File: src/pmd_pkg.sv
// Package with shared types and constants of the PS/2 mouse packet decoder.
`timescale 1ns / 1ps

package pmd_pkg;

   localparam logic [7:0] OVERFLOW_MASK = 8'hC0;
   localparam int         SYNC_BIT      = 3;
   localparam logic [7:0] BUTTON_MASK   = 8'h07;
   localparam logic [7:0] WHEEL_MASK    = 8'h0F;
   localparam logic [7:0] WHEEL_UPPER   = 8'hF0;

   localparam logic [2:0] BTN_NONE        = 3'd0;
   localparam logic [2:0] BTN_LEFT        = 3'd1;
   localparam logic [2:0] BTN_RIGHT       = 3'd2;
   localparam logic [2:0] BTN_MIDDLE      = 3'd3;
   localparam logic [2:0] BTN_SCROLL_UP   = 3'd4;
   localparam logic [2:0] BTN_SCROLL_DOWN = 3'd5;

   localparam logic [1:0] EV_MOVE     = 2'd0;
   localparam logic [1:0] EV_PRESSED  = 2'd1;
   localparam logic [1:0] EV_RELEASED = 2'd2;

   typedef struct packed {
      logic [2:0] code;
      logic [1:0] state;
   } event_type;

   typedef struct packed {
      logic signed [7:0] delta_x;
      logic signed [8:0] delta_y;
      event_type         ev0;
      event_type         ev1;
      logic              two;
   } entry_type;

endpackage

File: src/ps2_mouse_packet_decoder.sv
// Top level of the PS/2 mouse packet decoder.
`timescale 1ns / 1ps

// Takes one mouse byte per cycle on req and gives scroll, button and move words on rsp. A
// packet of three bytes, or four when wheel mode is set, yields zero, one or two words,
// one per cycle from the output register unless stalled; a two-entry packet queue sits
// between the front end and the output stage, so the sustained rate is one byte per cycle
// up to two words per packet, bounded by the single output register. req_stall rises only
// while the queue is full. Write wheel mode through csr only while the block is idle.
module ps2_mouse_packet_decoder (
   input  logic              clock,
   input  logic              reset,
   input  logic              req_valid,
   output logic              req_stall,
   input  logic [7:0]        req_rx_byte,
   output logic              rsp_valid,
   input  logic              rsp_stall,
   output logic signed [7:0] rsp_delta_x,
   output logic signed [8:0] rsp_delta_y,
   output logic [2:0]        rsp_button_code,
   output logic [1:0]        rsp_event_state,
   output logic              rsp_last_of_run,
   input  logic              csr_valid,
   output logic              csr_ready,
   input  logic              csr_wdata
);

   logic               push_valid, q_full, q_not_empty, q_pop;
   pmd_pkg::entry_type push_data, q_data;

   assign req_stall = q_full;
   assign csr_ready = 1'b1;

   pmd_front u_front (
      .clock       (clock),
      .reset       (reset),
      .req_valid   (req_valid),
      .req_stall   (req_stall),
      .req_rx_byte (req_rx_byte),
      .csr_valid   (csr_valid && csr_ready),
      .csr_wdata   (csr_wdata),
      .push_valid  (push_valid),
      .push_data   (push_data)
   );

   pmd_queue u_queue (
      .clock      (clock),
      .reset      (reset),
      .push_valid (push_valid),
      .push_data  (push_data),
      .pop        (q_pop),
      .full       (q_full),
      .not_empty  (q_not_empty),
      .pop_data   (q_data)
   );

   pmd_back u_back (
      .clock           (clock),
      .reset           (reset),
      .q_not_empty     (q_not_empty),
      .q_data          (q_data),
      .q_pop           (q_pop),
      .rsp_valid       (rsp_valid),
      .rsp_stall       (rsp_stall),
      .rsp_delta_x     (rsp_delta_x),
      .rsp_delta_y     (rsp_delta_y),
      .rsp_button_code (rsp_button_code),
      .rsp_event_state (rsp_event_state),
      .rsp_last_of_run (rsp_last_of_run)
   );

endmodule

File: src/pmd_front.sv
// Front end: gathers packet bytes, tracks buttons and classifies each packet into events.
`timescale 1ns / 1ps

module pmd_front (
   input  logic               clock,
   input  logic               reset,
   input  logic               req_valid,
   input  logic               req_stall,
   input  logic [7:0]         req_rx_byte,
   input  logic               csr_valid,
   input  logic               csr_wdata,
   output logic               push_valid,
   output pmd_pkg::entry_type push_data
);

   logic [1:0] pos_ff, pos_in;
   logic [2:0] held_ff, held_in;
   logic       mode_ff, mode_in;
   logic [7:0] bytes_ff [4];

   logic       accept, start_ok, done, overflow, scroll, second, btn_change;
   logic [7:0] b0, b1, b2, b3;
   logic [2:0] buttons, changed;
   logic [3:0] wheel;
   pmd_pkg::event_type scroll_ev, second_ev;

   always_comb begin
      accept   = req_valid && !req_stall;
      start_ok = (pos_ff != 2'd0) || req_rx_byte[pmd_pkg::SYNC_BIT];
      done     = mode_ff ? (pos_ff == 2'd3) : (pos_ff >= 2'd2);

      b0 = bytes_ff[0];
      b1 = bytes_ff[1];
      b2 = (pos_ff == 2'd2) ? req_rx_byte : bytes_ff[2];
      b3 = (pos_ff == 2'd3) ? req_rx_byte : bytes_ff[3];

      overflow   = (b0 & pmd_pkg::OVERFLOW_MASK) != 8'h00;
      buttons    = b0[2:0] & pmd_pkg::BUTTON_MASK[2:0];
      changed    = buttons ^ held_ff;
      btn_change = changed != 3'b000;
      wheel      = b3[3:0] & pmd_pkg::WHEEL_MASK[3:0];
      scroll     = mode_ff && (wheel != 4'h0);

      scroll_ev.code  = wheel[3] ? pmd_pkg::BTN_SCROLL_DOWN : pmd_pkg::BTN_SCROLL_UP;
      scroll_ev.state = pmd_pkg::EV_MOVE;

      second_ev.code  = pmd_pkg::BTN_NONE;
      second_ev.state = pmd_pkg::EV_MOVE;
      if (changed[0]) begin
         second_ev.code  = pmd_pkg::BTN_LEFT;
         second_ev.state = buttons[0] ? pmd_pkg::EV_PRESSED : pmd_pkg::EV_RELEASED;
      end else if (changed[1]) begin
         second_ev.code  = pmd_pkg::BTN_RIGHT;
         second_ev.state = buttons[1] ? pmd_pkg::EV_PRESSED : pmd_pkg::EV_RELEASED;
      end else if (changed[2]) begin
         second_ev.code  = pmd_pkg::BTN_MIDDLE;
         second_ev.state = buttons[2] ? pmd_pkg::EV_PRESSED : pmd_pkg::EV_RELEASED;
      end
      second = btn_change || (b1 != 8'h00) || (b2 != 8'h00);

      push_data.delta_x = b1;
      push_data.delta_y = 9'sd0 - $signed({b2[7], b2});
      push_data.ev0     = scroll ? scroll_ev : second_ev;
      push_data.ev1     = second_ev;
      push_data.two     = scroll && second;

      push_valid = accept && start_ok && done && !overflow && (scroll || second);

      pos_in  = pos_ff;
      held_in = held_ff;
      if (accept && start_ok) begin
         pos_in = done ? 2'd0 : pos_ff + 2'd1;
         if (done && !overflow) begin
            held_in = buttons;
         end
      end
      mode_in = csr_valid ? csr_wdata : mode_ff;
   end

   always_ff @(posedge clock) begin
      if (reset) begin
         pos_ff  <= 2'd0;
         held_ff <= 3'd0;
         mode_ff <= 1'b0;
      end else begin
         pos_ff  <= pos_in;
         held_ff <= held_in;
         mode_ff <= mode_in;
      end
   end

   always_ff @(posedge clock) begin
      if (accept && start_ok) begin
         bytes_ff[pos_ff] <= req_rx_byte;
      end
   end

endmodule

File: src/pmd_queue.sv
// Two-entry queue of classified packets between the front and back ends.
`timescale 1ns / 1ps

module pmd_queue (
   input  logic               clock,
   input  logic               reset,
   input  logic               push_valid,
   input  pmd_pkg::entry_type push_data,
   input  logic               pop,
   output logic               full,
   output logic               not_empty,
   output pmd_pkg::entry_type pop_data
);

   pmd_pkg::entry_type slots_ff [2];
   logic       wr_ff, wr_in, rd_ff, rd_in;
   logic [1:0] count_ff, count_in;

   always_comb begin
      full      = count_ff == 2'd2;
      not_empty = count_ff != 2'd0;
      pop_data  = slots_ff[rd_ff];
      wr_in     = push_valid ? ~wr_ff : wr_ff;
      rd_in     = pop ? ~rd_ff : rd_ff;
      count_in  = count_ff + {1'b0, push_valid} - {1'b0, pop};
   end

   always_ff @(posedge clock) begin
      if (reset) begin
         wr_ff    <= 1'b0;
         rd_ff    <= 1'b0;
         count_ff <= 2'd0;
      end else begin
         wr_ff    <= wr_in;
         rd_ff    <= rd_in;
         count_ff <= count_in;
      end
   end

   always_ff @(posedge clock) begin
      if (push_valid) begin
         slots_ff[wr_ff] <= push_data;
      end
   end

endmodule

File: src/pmd_back.sv
// Back end: sends the one or two events of each packet through the output register.
`timescale 1ns / 1ps

module pmd_back (
   input  logic                clock,
   input  logic                reset,
   input  logic                q_not_empty,
   input  pmd_pkg::entry_type  q_data,
   output logic                q_pop,
   output logic                rsp_valid,
   input  logic                rsp_stall,
   output logic signed [7:0]   rsp_delta_x,
   output logic signed [8:0]   rsp_delta_y,
   output logic [2:0]          rsp_button_code,
   output logic [1:0]          rsp_event_state,
   output logic                rsp_last_of_run
);

   logic               valid_ff, valid_in, pend_ff, pend_in, load;
   logic               last_ff, last_in;
   logic signed [7:0]  dx_ff, dx_in;
   logic signed [8:0]  dy_ff, dy_in;
   pmd_pkg::event_type ev_ff, ev_in, next_ev_ff, next_ev_in;

   always_comb begin
      load       = !valid_ff || !rsp_stall;
      q_pop      = 1'b0;
      valid_in   = valid_ff;
      pend_in    = pend_ff;
      last_in    = last_ff;
      dx_in      = dx_ff;
      dy_in      = dy_ff;
      ev_in      = ev_ff;
      next_ev_in = next_ev_ff;
      if (load) begin
         if (pend_ff) begin
            valid_in = 1'b1;
            ev_in    = next_ev_ff;
            last_in  = 1'b1;
            pend_in  = 1'b0;
         end else if (q_not_empty) begin
            q_pop      = 1'b1;
            valid_in   = 1'b1;
            dx_in      = q_data.delta_x;
            dy_in      = q_data.delta_y;
            ev_in      = q_data.ev0;
            next_ev_in = q_data.ev1;
            last_in    = !q_data.two;
            pend_in    = q_data.two;
         end else begin
            valid_in = 1'b0;
         end
      end
   end

   always_ff @(posedge clock) begin
      if (reset) begin
         valid_ff <= 1'b0;
         pend_ff  <= 1'b0;
      end else begin
         valid_ff <= valid_in;
         pend_ff  <= pend_in;
      end
   end

   always_ff @(posedge clock) begin
      last_ff    <= last_in;
      dx_ff      <= dx_in;
      dy_ff      <= dy_in;
      ev_ff      <= ev_in;
      next_ev_ff <= next_ev_in;
   end

   assign rsp_valid       = valid_ff;
   assign rsp_delta_x     = dx_ff;
   assign rsp_delta_y     = dy_ff;
   assign rsp_button_code = ev_ff.code;
   assign rsp_event_state = ev_ff.state;
   assign rsp_last_of_run = last_ff;

endmodule

File: config.mk
export PLATFORM = sky130hd
export DESIGN_NAME = ps2_mouse_packet_decoder
export DESIGN_NICKNAME = d
export VERILOG_FILES = /design/src/pmd_pkg.sv /design/src/ps2_mouse_packet_decoder.sv /design/src/pmd_front.sv /design/src/pmd_queue.sv /design/src/pmd_back.sv
export SDC_FILE = /design/constraint.sdc
export NUM_CORES = 1
export LEC_CHECK = 0
export BUFFER_PORTS_ARGS = -buffer_cell sky130_fd_sc_hd__buf_2
export CAP_MARGIN = 30
export CELL_PAD_IN_SITES_DETAIL_PLACEMENT = 0
export CELL_PAD_IN_SITES_GLOBAL_PLACEMENT = 1
export CORE_UTILIZATION = 50
export CTS_BUF_LIST = sky130_fd_sc_hd__clkbuf_8 sky130_fd_sc_hd__clkbuf_16
export CTS_CLUSTER_DIAMETER = 80
export DETAILED_ROUTE_END_ITERATION = 12
export PLACE_DENSITY_LB_ADDON = 0.1
export RECOVER_POWER = 50
export SLEW_MARGIN = 40
export SYNTH_ARGS = -nofsm -noshare
export SYNTH_HDL_FRONTEND = slang
export SYNTH_SLANG_ARGS = --single-unit
export TNS_END_PERCENT = 10
File: constraint.sdc
create_clock -name clock -period 10.84 [get_ports clock]
set_clock_uncertainty 0.15 [all_clocks]
set_input_delay 1.626 -clock clock [delete_from_list [all_inputs] [get_ports clock]]
set_output_delay 1.626 -clock clock [all_outputs]
set_load 0.02 [all_outputs]
==> results.json <==
{
  "post-route-period-util_pct": 32.8,
  "wl_per_cell_microns": 15.3,
  "cts_sinks": 119,
  "avgSynthCellArea_sq_um": 16.2,
  "grt_pass1_vias": 2374,
  "ant_nets": 0,
  "synth_seq_area_share_pct": 72.1,
  "max_stage_delay_ns": 0.48,
  "final_nets": 370,
  "setup_tns_ns": 0,
  "critPathMaxFanout": 27,
  "initial_core_util_pct": 51.7,
  "route.detailed.drc": 0,
  "ys_types": 43,
  "antenna_found_initial": 0,
  "power.density_mw_per_mm2": 233,
  "worstPathArrival_ns": 3.56,
  "dieArea_sq_mm": 0.00995,
  "cts_buffers": 17,
  "hold_viol_final": 0,
  "cts_root_buf": "clkbuf_8",
  "r2r_cells": 9,
  "core_area_sq_mm": 0.00924,
  "slowest_stage": "o22ai_1",
  "worst_pin_slew_ns": 1.67,
  "place_area_sq_mm": 0.00512,
  "pwr-share-clk_pct": 38.1,
  "clkLatencyLatePin_ns": 0.50,
  "p_comb_share_pct": 16.4,
  "regArea_sq_mm": 0.00344,
  "stdcell_count": 489,
  "ys_seq_elements": 119,
  "synth_fp_nets": 317,
  "hpwl_microns": 4910,
  "p_sw_share_pct": 27.2,
  "num_io_pins": 40,
  "dr.pass1.iters": 4,
  "cts_tree": "yes",
  "post-place-cells": 457,
  "r2r_slack_ns": 7.86,
  "mostFrequentLayoutCells": "106 x edfxtp_1, 28 x buf_2, 25 x nor2_1, 20 x mux2_2, 19 x mux2i_1",
  "rows": 35,
  "synthFlopType": "edfxtp_1",
  "required_ns": 10.85,
  "h-tree-depth": 4,
  "drtIter0Drc": 110,
  "grt_use_total_pct": 16.6,
  "gr-total-overflow": 0,
  "syn_inst": 294,
  "crit_chain": "clkbuf_1, nor4_1, o22ai_1, inv_1, a21boi_2, nor2b_2, buf_4",
  "antenna_cells": 0,
  "gp_congestion": 0.754,
  "drive_above_1_share_pct": 26.1,
  "syn-cell-area_sq_mm": 0.00478,
  "ir_worst_vdd_v": 0.000107,
  "holdBufCountCts": 0,
  "pwr-share-seq_pct": 45.6,
  "period_needed_ns": 3.55,
  "multi_input_area_sq_mm": 0.00125,
  "setup_viol": 0,
  "max_slew_margin_pct": -11.5,
  "start_kind": "input pin",
  "endpoint_kind": "flop",
  "path_class": "input pin to flop",
  "grt_pass1_wl_microns": 11900,
  "syn2layout_area_growth_pct": 18.0,
  "post_cts_buffers": 0,
  "fmax_ghz": 0.281,
  "min_path_cells": 0,
  "synth-async-reset-ratio_pct": 0,
  "maxCapViolCount": 1,
  "internal_power_mw": 0.956,
  "clkTransAtPathRegs_ns": 0.06,
  "die_y_microns": 99.7,
  "outcome": "finished with violations",
  "p_sw_mw": 0.358,
  "post_cts_resized": 0,
  "io_buffers": 38,
  "maxSlewViolCount": 28,
  "final_cell_area_sq_mm": 0.00564,
  "vias": 2414,
  "yosysWarnings": 0,
  "synth-edff-count": 106,
  "via_per_inst": 4.94,
  "die_w_microns": 99.7,
  "drt-total-wl_microns": 7470,
  "grt_start_max_net_pins": 28,
  "worstHoldPathType": "flop to flop",
  "violations": "capacitance limit, slew limit",
  "clock_path_buffers": 2,
  "rsz0062_at_grt": "false",
  "num-fill-cells": 727,
  "final_common_cell": "edfxtp_1",
  "p_leak_nw": 1.95
}
## flip-flops by register name, indices dropped and copies added (netlist names), named ones only
name,cells
u_back.next_ev_ff,4
u_back.pend_ff,1
u_back.rsp_button_code,3
u_back.rsp_delta_x,8
u_back.rsp_delta_y,9
u_back.rsp_event_state,2
u_back.rsp_last_of_run,1
u_back.rsp_valid,1
u_front.bytes_ff,25
u_front.held_ff,3
u_front.mode_ff,1
u_front.pos_ff,2
u_queue.count_ff,2
u_queue.rd_ff,1
u_queue.slots_ff,54
u_queue.wr_ff,1
## metrics by stage
| stage | utilization [%] | worst slack [ns] | power, mW | hold slack [ns] |
|---|---|---|---|---|
| 6_report | 61.0 | 7.29 | 1.31 | 0.323 |
| 5_1_grt | 61.0 | 7.10 | 1.37 | 0.338 |
| 4_1_cts | 61.3 | 7.51 | 1.33 | 0.322 |
| 3_5_place_dp | 55.4 | 6.97 | 0.827 | 0.313 |
| 3_3_place_gp | 55.4 | 7.03 | 0.826 | 0.306 |
| 2_1_floorplan | - | 6.62 | 0.759 | 0.295 |
## final cells by class
class                           instances  area share, %
Multi-Input combinational cell        156           22.1
Clock inverter                         15           2.31
Sequential cell                       119           61.1
Clock buffer                           17           7.35
Tap cell                              129           2.86
Inverter                               11          0.732
Timing Repair Buffer                   42           3.55
## synth_stat cells (all sizes together) (2+ instances only)
cell type  count  area share, %
inv           11           0.86
buf            4           0.73
clkbuf         4           0.31
nor3b          4           0.86
nand2b         3           0.39
nor2          25            2.0
dfxtp         13            5.4
edfxtp       106             67
ha             9            2.4
nor2b          6           0.79
xor2           5           0.92
or2            2           0.26
o21ai          7           0.73
xnor2          7            1.3
mux2          22            5.3
nand2          7           0.55
mux2i         20            4.5
and2           9            1.2
a21oi          5           0.52
nor4           6            1.4
nor3           6           0.73
## path summary, 6_finish.rpt
path,startpoint,end
max,req_rx_byte[3],u_queue.slots_ff[0][15]
min,u_front.bytes_ff[1][6],u_queue.slots_ff[0][25]
max reg2reg,u_front.pos_ff[0],u_queue.slots_ff[0][15]
min reg2reg,u_front.bytes_ff[1][6],u_queue.slots_ff[0][25]
## cell families (layout without fill, tap and decap cells)
group | count (synthesis) | count (layout) | share of synthesized area [%]
AO/OA/AOI/OAI | 20 | 20 | 2.83
multiplexers | 42 | 42 | 9.72
buffers and inverters | 19 | 85 | 1.91
AND/OR/NAND/NOR | 71 | 71 | 8.62
adder cells (fa/ha/maj) | 10 | 10 | 2.57
flip-flops | 119 | 119 | 72.1
XOR/XNOR | 12 | 12 | 2.20
other | 1 | 1 | 0.0785
## worst max-delay path: cells and delay by family
| kind | cells | cell delay (ns) |
|---|---|---|
| buffers and inverters | 3 | 0.88 |
| AOI/OAI and AO/OA | 2 | 0.74 |
| and+or+nand+nor | 2 | 0.30 |
## layer usage
layer / routed length, microns / global-route usage [%] / up-vias
li1: - / - / 1193
met1: 3660 / 22.0 / 1167
met2: 3510 / 25.4 / 47
met3: 234 / 4.85 / 7
met4: 72 / 8.14 / 0
met5: 0 / 0 / -
## power groups by stage
stage          sequential (mW)  clock, mW  combinational (mW)
2_1_floorplan            0.657          0               0.103
5_1_grt                  0.606      0.528               0.236
3_3_place_gp             0.606          0               0.220
6_report                 0.599      0.500               0.215
4_1_cts                  0.598      0.511               0.222
3_5_place_dp             0.607          0               0.220
Power figures use the tool's default switching activity.
